`src/design/ctt_pkg.sv`:
```
package ctt_pkg;

  localparam int FIFO_DEPTH = 4;
  localparam int PTR_W      = $clog2(FIFO_DEPTH);
  localparam int CNT_W      = $clog2(FIFO_DEPTH + 1);

  localparam logic [3:0] KIND_UNKNOWN = 4'd0;
  localparam logic [3:0] KIND_ENTITY  = 4'd1;
  localparam logic [3:0] KIND_NUMBER  = 4'd2;
  localparam logic [3:0] KIND_ASSIGN  = 4'd3;
  localparam logic [3:0] KIND_APPEND  = 4'd4;
  localparam logic [3:0] KIND_STRING  = 4'd5;
  localparam logic [3:0] KIND_LABEL   = 4'd6;
  localparam logic [3:0] KIND_TERM    = 4'd7;
  localparam logic [3:0] KIND_DELIM   = 4'd8;
  localparam logic [3:0] KIND_OPEN    = 4'd9;
  localparam logic [3:0] KIND_CLOSE   = 4'd10;

  localparam logic [7:0] CH_HASH   = 8'h23;
  localparam logic [7:0] CH_PLUS   = 8'h2B;
  localparam logic [7:0] CH_EQUAL  = 8'h3D;
  localparam logic [7:0] CH_COLON  = 8'h3A;
  localparam logic [7:0] CH_SEMI   = 8'h3B;
  localparam logic [7:0] CH_UNDER  = 8'h5F;
  localparam logic [7:0] CH_DOT    = 8'h2E;
  localparam logic [7:0] CH_LOW_N  = 8'h6E;
  localparam logic [7:0] CH_COMMA  = 8'h2C;
  localparam logic [7:0] CH_LPAREN = 8'h28;
  localparam logic [7:0] CH_RPAREN = 8'h29;
  localparam logic [7:0] CH_DQUOTE = 8'h22;
  localparam logic [7:0] CH_SQUOTE = 8'h27;
  localparam logic [7:0] CH_BSLASH = 8'h5C;
  localparam logic [7:0] CH_SPACE  = 8'h20;
  localparam logic [7:0] CH_TAB    = 8'h09;
  localparam logic [7:0] CH_CR     = 8'h0D;
  localparam logic [7:0] CH_LF     = 8'h0A;

  typedef enum logic [7:0] {
    MODE_IDLE    = 8'b0000_0001,
    MODE_ENTITY  = 8'b0000_0010,
    MODE_NUMBER  = 8'b0000_0100,
    MODE_STRING  = 8'b0000_1000,
    MODE_ESCAPE  = 8'b0001_0000,
    MODE_AFTER   = 8'b0010_0000,
    MODE_PLUS    = 8'b0100_0000,
    MODE_COMMENT = 8'b1000_0000
  } mode_t;

  typedef struct packed {
    logic       is_token_end;
    logic [3:0] token_kind;
    logic [7:0] data_char;
    logic       stream_done;
    logic       last_of_item;
  } result_t;

endpackage

```
`src/design/ctt_if.sv`:
```
interface ctt_in_if;
  logic       valid;
  logic       ready;
  logic [7:0] char_in;
  logic       end_of_text;

  modport source (output valid, output char_in, output end_of_text, input ready);
  modport sink   (input valid, input char_in, input end_of_text, output ready);
endinterface

interface ctt_out_if;
  logic       valid;
  logic       ready;
  logic       is_token_end;
  logic [3:0] token_kind;
  logic [7:0] data_char;
  logic       stream_done;
  logic       last_of_item;

  modport source (output valid, output is_token_end, output token_kind, output data_char,
                  output stream_done, output last_of_item, input ready);
  modport sink   (input valid, input is_token_end, input token_kind, input data_char,
                  input stream_done, input last_of_item, output ready);
endinterface

```
`src/design/config_text_tokenizer.sv`:
```
// Configuration text tokenizer.
// in_chan carries one byte of text per request (char_in), or an end-of-text
// marker that closes any open token and returns the lexer to idle.
// out_chan carries the tokens: a run of data-character results followed by
// one token-end result with the kind; last_of_item marks the final result of
// a request and stream_done the final result of an end-of-text request.
// A request gives zero, one or two results.
// Each accepted byte is lexed in the cycle it is accepted and its results are
// written into a four-entry result queue, and out_chan shows the queue's head.
// With a receiver that is always ready the block takes one byte per cycle when
// each byte gives at most one result; the queue has a single result read
// port, so a byte that gives two results hands them out one at a time.
// in_chan.ready is high while the queue has room for two results, so a
// stalled receiver fills the queue and then holds off new requests; nothing is
// dropped. Reset empties the queue and puts the lexer in idle between tokens.
module config_text_tokenizer (
  input  logic clk,
  input  logic rst_n,
  ctt_in_if.sink    in_chan,
  ctt_out_if.source out_chan
);

  // The queue depth is a power of two so that the pointers wrap on their own.
  localparam int FifoDepth = ctt_pkg::FIFO_DEPTH;
  localparam int PtrW      = ctt_pkg::PTR_W;
  localparam int CntW      = ctt_pkg::CNT_W;

  ctt_pkg::mode_t mode_r, mode_nxt;
  logic           quote_single_r, quote_single_nxt;
  logic           dp_seen_r, dp_seen_nxt;

  ctt_pkg::result_t fifo_r [FifoDepth];
  logic [PtrW-1:0]  head_r, tail_r;
  logic [CntW-1:0]  count_r;

  ctt_pkg::result_t res0, res1;
  logic [1:0]       res_cnt;
  logic             accept, pop;
  logic [7:0]       c;
  logic             restart;

  function automatic logic is_space(input logic [7:0] ch);
    return ch == ctt_pkg::CH_SPACE || ch == ctt_pkg::CH_TAB ||
           ch == ctt_pkg::CH_CR || ch == ctt_pkg::CH_LF;
  endfunction

  function automatic logic is_letter(input logic [7:0] ch);
    return (ch >= 8'h61 && ch <= 8'h7A) || (ch >= 8'h41 && ch <= 8'h5A);
  endfunction

  function automatic logic is_digit(input logic [7:0] ch);
    return ch >= 8'h30 && ch <= 8'h39;
  endfunction

  function automatic ctt_pkg::result_t mk(input logic end_flag, input logic [3:0] kind,
                                          input logic [7:0] ch);
    ctt_pkg::result_t r;
    r.is_token_end = end_flag;
    r.token_kind   = kind;
    r.data_char    = end_flag ? 8'h00 : ch;
    r.stream_done  = 1'b0;
    r.last_of_item = 1'b0;
    return r;
  endfunction

  assign c      = in_chan.char_in;
  assign accept = in_chan.valid && in_chan.ready;
  assign pop    = out_chan.valid && out_chan.ready;

  // The lexer step: a result from the open token comes first, and a result
  // from starting a new token on the same byte comes second.
  always_comb begin
    ctt_pkg::result_t slot_a, slot_b, nr;
    logic             has_a, has_b, has_n;
    slot_a  = mk(1'b0, ctt_pkg::KIND_UNKNOWN, 8'h00);
    slot_b  = slot_a;
    nr      = slot_a;
    has_a   = 1'b0;
    has_b   = 1'b0;
    has_n   = 1'b0;
    restart = 1'b0;
    mode_nxt         = mode_r;
    quote_single_nxt = quote_single_r;
    dp_seen_nxt      = dp_seen_r;

    if (in_chan.end_of_text) begin
      has_a = 1'b1;
      unique case (mode_r)
        ctt_pkg::MODE_ENTITY: slot_a = mk(1'b1, ctt_pkg::KIND_ENTITY, 8'h00);
        ctt_pkg::MODE_NUMBER: slot_a = mk(1'b1, ctt_pkg::KIND_NUMBER, 8'h00);
        ctt_pkg::MODE_STRING, ctt_pkg::MODE_ESCAPE, ctt_pkg::MODE_AFTER:
          slot_a = mk(1'b1, ctt_pkg::KIND_STRING, 8'h00);
        ctt_pkg::MODE_PLUS:   slot_a = mk(1'b1, ctt_pkg::KIND_UNKNOWN, 8'h00);
        default:              has_a  = 1'b0;
      endcase
      mode_nxt         = ctt_pkg::MODE_IDLE;
      quote_single_nxt = 1'b0;
      dp_seen_nxt      = 1'b0;
    end else begin
      unique case (mode_r)
        ctt_pkg::MODE_ENTITY: begin
          has_a = 1'b1;
          if (is_letter(c) || is_digit(c) || c == ctt_pkg::CH_DOT || c == ctt_pkg::CH_UNDER) begin
            slot_a = mk(1'b0, ctt_pkg::KIND_ENTITY, c);
          end else begin
            slot_a  = mk(1'b1, ctt_pkg::KIND_ENTITY, 8'h00);
            restart = 1'b1;
          end
        end
        ctt_pkg::MODE_NUMBER: begin
          if (is_digit(c) || c == ctt_pkg::CH_UNDER || (c == ctt_pkg::CH_DOT && !dp_seen_r)) begin
            if (c == ctt_pkg::CH_DOT) begin
              dp_seen_nxt = 1'b1;
            end
            has_a  = c != ctt_pkg::CH_UNDER;
            slot_a = mk(1'b0, ctt_pkg::KIND_NUMBER, c);
          end else begin
            has_a   = 1'b1;
            slot_a  = mk(1'b1, ctt_pkg::KIND_NUMBER, 8'h00);
            restart = 1'b1;
          end
        end
        ctt_pkg::MODE_STRING: begin
          if (c == (quote_single_r ? ctt_pkg::CH_SQUOTE : ctt_pkg::CH_DQUOTE)) begin
            mode_nxt = ctt_pkg::MODE_AFTER;
          end else if (c == ctt_pkg::CH_BSLASH) begin
            mode_nxt = ctt_pkg::MODE_ESCAPE;
          end else begin
            has_a  = 1'b1;
            slot_a = mk(1'b0, ctt_pkg::KIND_STRING, c);
          end
        end
        ctt_pkg::MODE_ESCAPE: begin
          has_a    = 1'b1;
          slot_a   = mk(1'b0, ctt_pkg::KIND_STRING,
                        (c == ctt_pkg::CH_LOW_N) ? ctt_pkg::CH_LF : c);
          mode_nxt = ctt_pkg::MODE_STRING;
        end
        ctt_pkg::MODE_AFTER: begin
          if (c == ctt_pkg::CH_COLON) begin
            has_a    = 1'b1;
            slot_a   = mk(1'b1, ctt_pkg::KIND_LABEL, 8'h00);
            mode_nxt = ctt_pkg::MODE_IDLE;
          end else if (!is_space(c)) begin
            has_a   = 1'b1;
            slot_a  = mk(1'b1, ctt_pkg::KIND_STRING, 8'h00);
            restart = 1'b1;
          end
        end
        ctt_pkg::MODE_PLUS: begin
          has_a = 1'b1;
          if (c == ctt_pkg::CH_EQUAL) begin
            slot_a   = mk(1'b1, ctt_pkg::KIND_APPEND, 8'h00);
            mode_nxt = ctt_pkg::MODE_IDLE;
          end else begin
            slot_a  = mk(1'b1, ctt_pkg::KIND_UNKNOWN, 8'h00);
            restart = 1'b1;
          end
        end
        ctt_pkg::MODE_COMMENT: begin
          if (c == ctt_pkg::CH_LF) begin
            mode_nxt = ctt_pkg::MODE_IDLE;
          end
        end
        default: restart = 1'b1;
      endcase

      if (restart) begin
        mode_nxt = ctt_pkg::MODE_IDLE;
        has_n    = 1'b1;
        priority if (is_space(c)) begin
          has_n = 1'b0;
        end else if (is_letter(c)) begin
          mode_nxt = ctt_pkg::MODE_ENTITY;
          nr       = mk(1'b0, ctt_pkg::KIND_ENTITY, c);
        end else if (is_digit(c)) begin
          mode_nxt    = ctt_pkg::MODE_NUMBER;
          dp_seen_nxt = 1'b0;
          nr          = mk(1'b0, ctt_pkg::KIND_NUMBER, c);
        end else if (c == ctt_pkg::CH_EQUAL) begin
          nr = mk(1'b1, ctt_pkg::KIND_ASSIGN, 8'h00);
        end else if (c == ctt_pkg::CH_PLUS) begin
          mode_nxt = ctt_pkg::MODE_PLUS;
          has_n    = 1'b0;
        end else if (c == ctt_pkg::CH_DQUOTE || c == ctt_pkg::CH_SQUOTE) begin
          mode_nxt         = ctt_pkg::MODE_STRING;
          quote_single_nxt = c == ctt_pkg::CH_SQUOTE;
          has_n            = 1'b0;
        end else if (c == ctt_pkg::CH_SEMI) begin
          nr = mk(1'b1, ctt_pkg::KIND_TERM, 8'h00);
        end else if (c == ctt_pkg::CH_COLON || c == ctt_pkg::CH_COMMA) begin
          nr = mk(1'b1, ctt_pkg::KIND_DELIM, 8'h00);
        end else if (c == ctt_pkg::CH_LPAREN) begin
          nr = mk(1'b1, ctt_pkg::KIND_OPEN, 8'h00);
        end else if (c == ctt_pkg::CH_RPAREN) begin
          nr = mk(1'b1, ctt_pkg::KIND_CLOSE, 8'h00);
        end else if (c == ctt_pkg::CH_HASH) begin
          mode_nxt = ctt_pkg::MODE_COMMENT;
          has_n    = 1'b0;
        end else begin
          nr = mk(1'b1, ctt_pkg::KIND_UNKNOWN, 8'h00);
        end

        if (has_n) begin
          if (has_a) begin
            slot_b = nr;
            has_b  = 1'b1;
          end else begin
            slot_a = nr;
            has_a  = 1'b1;
          end
        end
      end
    end

    // Mark the final result of this request.
    if (has_b) begin
      slot_b.last_of_item = 1'b1;
      slot_b.stream_done  = in_chan.end_of_text;
    end else begin
      slot_a.last_of_item = 1'b1;
      slot_a.stream_done  = in_chan.end_of_text;
    end
    res0    = slot_a;
    res1    = slot_b;
    res_cnt = {has_b, has_a & ~has_b};
  end

  always_ff @(posedge clk) begin
    if (!rst_n) begin
      mode_r         <= ctt_pkg::MODE_IDLE;
      quote_single_r <= 1'b0;
      dp_seen_r      <= 1'b0;
    end else if (accept) begin
      mode_r         <= mode_nxt;
      quote_single_r <= quote_single_nxt;
      dp_seen_r      <= dp_seen_nxt;
    end
  end

  always_ff @(posedge clk) begin
    if (accept && res_cnt != 2'd0) begin
      fifo_r[tail_r] <= res0;
    end
    if (accept && res_cnt == 2'd2) begin
      fifo_r[tail_r + PtrW'(1)] <= res1;
    end
  end

  always_ff @(posedge clk) begin
    if (!rst_n) begin
      head_r  <= '0;
      tail_r  <= '0;
      count_r <= '0;
    end else begin
      if (accept) begin
        tail_r <= tail_r + PtrW'(res_cnt);
      end
      if (pop) begin
        head_r <= head_r + PtrW'(1);
      end
      count_r <= count_r + (accept ? CntW'(res_cnt) : CntW'(0)) - (pop ? CntW'(1) : CntW'(0));
    end
  end

  assign in_chan.ready = count_r <= CntW'(FifoDepth - 2);

  assign out_chan.valid        = count_r != '0;
  assign out_chan.is_token_end = fifo_r[head_r].is_token_end;
  assign out_chan.token_kind   = fifo_r[head_r].token_kind;
  assign out_chan.data_char    = fifo_r[head_r].data_char;
  assign out_chan.stream_done  = fifo_r[head_r].stream_done;
  assign out_chan.last_of_item = fifo_r[head_r].last_of_item;

endmodule

```
`src/flat_wrapper.sv`:
```
// flat-port wrapper written by rule: the top's interface ports become plain ports
module config_text_tokenizer_flat 
  (clk, rst_n, in_chan_valid, in_chan_char_in, in_chan_end_of_text, in_chan_ready, out_chan_valid, out_chan_is_token_end, out_chan_token_kind, out_chan_data_char, out_chan_stream_done, out_chan_last_of_item, out_chan_ready);
  ctt_in_if in_chan_i ();
  ctt_out_if out_chan_i ();
  input  logic clk;
  input  logic rst_n;
  input wire logic [$bits(in_chan_i.valid)-1:0] in_chan_valid;
  input wire logic [$bits(in_chan_i.char_in)-1:0] in_chan_char_in;
  input wire logic [$bits(in_chan_i.end_of_text)-1:0] in_chan_end_of_text;
  output wire logic [$bits(in_chan_i.ready)-1:0] in_chan_ready;
  output wire logic [$bits(out_chan_i.valid)-1:0] out_chan_valid;
  output wire logic [$bits(out_chan_i.is_token_end)-1:0] out_chan_is_token_end;
  output wire logic [$bits(out_chan_i.token_kind)-1:0] out_chan_token_kind;
  output wire logic [$bits(out_chan_i.data_char)-1:0] out_chan_data_char;
  output wire logic [$bits(out_chan_i.stream_done)-1:0] out_chan_stream_done;
  output wire logic [$bits(out_chan_i.last_of_item)-1:0] out_chan_last_of_item;
  input wire logic [$bits(out_chan_i.ready)-1:0] out_chan_ready;
  assign in_chan_i.valid = in_chan_valid;
  assign in_chan_i.char_in = in_chan_char_in;
  assign in_chan_i.end_of_text = in_chan_end_of_text;
  assign in_chan_ready = in_chan_i.ready;
  assign out_chan_valid = out_chan_i.valid;
  assign out_chan_is_token_end = out_chan_i.is_token_end;
  assign out_chan_token_kind = out_chan_i.token_kind;
  assign out_chan_data_char = out_chan_i.data_char;
  assign out_chan_stream_done = out_chan_i.stream_done;
  assign out_chan_last_of_item = out_chan_i.last_of_item;
  assign out_chan_i.ready = out_chan_ready;
  config_text_tokenizer u_core (.clk(clk), .rst_n(rst_n), .in_chan(in_chan_i), .out_chan(out_chan_i));
endmodule
```
`config.mk`:
```
export PLATFORM = sky130hd
export DESIGN_NAME = config_text_tokenizer_flat
export DESIGN_NICKNAME = d
export VERILOG_FILES = /design/src/design/ctt_pkg.sv /design/src/design/ctt_if.sv /design/src/design/config_text_tokenizer.sv /design/src/flat_wrapper.sv
export SDC_FILE = /design/constraint.sdc
export NUM_CORES = 1
export LEC_CHECK = 0
export BUFFER_PORTS_ARGS = -buffer_cell sky130_fd_sc_hd__clkbuf_2
export CORE_MARGIN = 1.5
export CORE_UTILIZATION = 61
export CTS_CLUSTER_DIAMETER = 100
export DETAILED_ROUTE_END_ITERATION = 10
export PLACE_DENSITY = 0.85
export SLEW_MARGIN = 20
export SYNTH_ARGS = -nofsm -noshare
export SYNTH_HDL_FRONTEND = slang
export SYNTH_SLANG_ARGS = --single-unit
```
`constraint.sdc`:
```
create_clock -name clk -period 4.45 [get_ports clk]
set_input_delay 0.89 -clock clk [delete_from_list [all_inputs] [get_ports clk]]
set_output_delay 0.89 -clock clk [all_outputs]
set_load 0.02 [all_outputs]
```
==> flow_metrics.py <==
metrics = {
    "status": {
        "status": "finished, final reports clean",
    },
    "clock_network": {
        "clk_pin_slew_ps": 80,
        "cts_max_level": 3,
        "root_buffer": "clkbuf_8",
        "cts_buffers": 9,
        "clock-sinks": 79,
        "cts_tree": "yes",
        "postCtsSetupRepairBufs": 0,
        "clk_path_buf_depth": 2,
        "insertion_delay_ps": 360,
        "cts_resized": 0,
        "holdBufCountCts": 0,
    },
    "sta": {
        "slew_violations": 0,
        "setup_viol": 0,
        "relSlewSlack": 0.313,
        "finalClockSkew_ps": 13.6,
        "holdWs_ps": 501,
        "rsz0062_at_grt": "false",
        "layout_min_cycle_time_ps": 3790,
        "period_share": 0.852,
        "fmax_mhz": 264,
        "tns_ps": 0,
        "hold_violations": 0,
        "setup_ws_ps": 657,
        "tightest_slew_ps": 1030,
    },
    "route": {
        "vias": 4334,
        "ant_nets": 0,
        "dr.first_iter.drc_count": 525,
        "first_pass_iters": 6,
        "wl_mm": 13.4,
        "drc_errors": 0,
        "wl_per_cell_um": 21.9,
        "avgViaCountPerCell": 7.09,
    },
    "setup_path": {
        "critPathMaxFanout": 13,
        "ff2ff_setup_slack_ps": 760,
        "path_class": "primary input to flop",
        "crit_arrival_ps": 4040,
        "crit_path_end_kind": "flop",
        "start_kind": "primary input",
        "regToRegStartpoint": "u_core.mode_r[6]$_SDFFE_PN0P_",
        "worst_r2r_endpoint": "u_core.count_r[2]$_SDFF_PN0_",
        "required_ps": 4700,
        "r2r_cells": 13,
    },
    "power_and_ir_drop": {
        "vdd_ir_drop_max_v": 0.000183,
        "power_density_nw_per_um2": 375,
        "total_power_uw": 2040,
        "power_leakage_uw": 0.00191,
    },
    "grt": {
        "grt_pass1_wl_mm": 21.4,
        "grt_antenna_before_repair": 0,
        "grt_max_degree": 24,
        "track_usage": 0.323,
        "grt_pass1_vias": 4164,
        "grt_overflow_total": 0,
    },
    "finish": {
        "register_area_sq_um": 2180,
        "insertedDiodeCount": 0,
        "final_common_cell": "edfxtp_1",
        "layout_common_cells": "60 x edfxtp_1, 45 x nand2_1, 35 x o21ai_0",
        "layout-drive-gt1-share": 0.206,
        "fill_cells": 584,
        "final_nets": 522,
        "multi_input_area_sq_um": 2580,
        "area_delta_synth_final_pct": 9.02,
        "design_area_sq_um": 5430,
    },
    "synthesis": {
        "synth_edf_count": 60,
        "postSynthCellCount": 487,
        "async_reset_ff_frac": 0,
        "ys_types": 78,
        "ys_ff_latch": 79,
        "ys_warn_count": 0,
        "synthFlopType": "edfxtp_1",
        "synth_area_sq_um": 4980,
        "synth.avg_cell_area_sq_um": 10.2,
        "synth_fp_nets": 505,
        "ys_seq_area_frac": 0.438,
    },
    "hold_path": {
        "min_from": "u_core.quote_single_r$_SDFFE_PN0P_",
        "min_path_type": "flop to flop",
        "whs_path_depth": 2,
        "hold_end": "u_core.quote_single_r$_SDFFE_PN0P_",
    },
    "floorplan": {
        "fp.dieH_um": 93.4,
        "num_io_pins": 30,
        "fp.dieArea_sq_um": 8710,
        "start_util": 0.638,
        "core_area_sq_um": 7810,
        "die_w_um": 93.4,
        "rows": 32,
    },
    "flow_run": {
        "cap_violations": 0,
    },
    "placement": {
        "placed_area_sq_um": 5210,
        "gp_congestion": 0.977,
        "io_buffers": 29,
        "pre_cts_ws_ps": 312,
        "place_hpwl_mm": 9.33,
    },
}
==> cell usage after synthesis (3+ instances only) <==
cell / n / area share
a211oi_1: 5 / 0.0075
a211oi_2: 3 / 0.0075
a21oi_1: 23 / 0.023
a22oi_1: 4 / 0.0060
a2bb2oi_1: 4 / 0.0070
a31oi_1: 6 / 0.0075
and2_1: 8 / 0.010
and4_1: 5 / 0.0088
and4b_1: 3 / 0.0060
buf_2: 7 / 0.0070
clkbuf_1: 28 / 0.021
dfxtp_1: 19 / 0.076
edfxtp_1: 60 / 0.36
ha_1: 4 / 0.010
inv_1: 13 / 0.0098
mux2i_1: 10 / 0.020
mux4_2: 15 / 0.068
nand2_1: 45 / 0.034
nand2b_1: 8 / 0.010
nand3_1: 19 / 0.019
nand4_1: 4 / 0.0050
nor2_1: 19 / 0.014
nor2b_1: 5 / 0.0063
nor3_1: 28 / 0.028
nor3b_1: 3 / 0.0045
nor4_1: 5 / 0.0063
nor4b_1: 6 / 0.011
o211ai_1: 3 / 0.0045
o21ai_0: 35 / 0.035
o21ai_1: 4 / 0.0040
o22ai_1: 4 / 0.0050
or2_2: 4 / 0.0050
or3_1: 7 / 0.0088
or4_1: 4 / 0.0060
xnor2_1: 3 / 0.0053
xor2_1: 5 / 0.0088
==> sequential cells by signal, summed over array words and instances, names as in the netlist, named ones only <==
signal and flops:
u_core.fifo_r 60, u_core.mode_r 8, u_core.count_r 3, u_core.head_r 2, u_core.tail_r 2, u_core.dp_seen_r 1
u_core.quote_single_r 1
==> power by group <==
part / switching (uW) / internal (uW)
logic: 295 / 226
clock network: 290 / 320
registers: 66.6 / 839
==> per-stage QoR <==
stage	instances	util
after floorplan	487	-
after global placement	595	0.667
after detailed placement	595	0.667
after CTS	611	0.695
after global routing	611	0.695
final	611	0.695
==> routing by layer <==
| metal | up-vias | global-route usage | share of wire |
|---|---|---|---|
| met3 | 50 | 0.0667 | 0.10 |
| li1 | 1931 | - | - |
| met5 | - | 0 | 0 |
| met4 | 0 | 0.162 | 0.034 |
| met1 | 2025 | 0.407 | 0.38 |
| met2 | 328 | 0.527 | 0.48 |
==> how the worst max path moves through the flow <==
stage	cells past startpoint	from	slack, ps	end
after floorplan	16	in_chan_char_in[6]	280	u_core.count_r[2]$_SDFF_PN0_
after global placement	11	in_chan_char_in[3]	320	u_core.count_r[2]$_SDFF_PN0_
after detailed placement	11	in_chan_char_in[4]	310	u_core.count_r[2]$_SDFF_PN0_
after CTS	11	in_chan_char_in[3]	660	u_core.count_r[2]$_SDFF_PN0_
after global routing	14	in_chan_char_in[3]	480	u_core.tail_r[1]$_SDFFE_PN0P_
final	11	in_chan_char_in[4]	660	u_core.count_r[2]$_SDFF_PN0_
==> worst max-delay path, stage by stage <==
cell and delay, ps:
clkbuf_2 180, or4b_4 650, a211oi_4 340, nor3_2 140
or4_1 540, o2111ai_2 130, ha_1 300, fa_1 440
xor2_1 160, xnor2_1 120, and2_1 150
==> layout make-up <==
type | instances | share of cell area
clock buffer | 10 | 0.0235
tap | 102 | 0.0235
timing repair buffer | 46 | 0.0502
inverter | 13 | 0.00899
clock inverter | 6 | 0.0171
sequential | 79 | 0.402
multi-input combinational | 355 | 0.475
==> logic make-up (layout without fill, tap and decap cells) <==
group	count (synthesis)	in the layout	share of synthesized area
flops	79	79	0.438
simple gates	187	187	0.210
xor+xnor	8	8	0.0141
mux	26	26	0.0902
compound gates	129	129	0.188
buf+inv	53	75	0.0455
fa+ha+maj	5	5	0.0141
(Power assumes the default switching activity.)
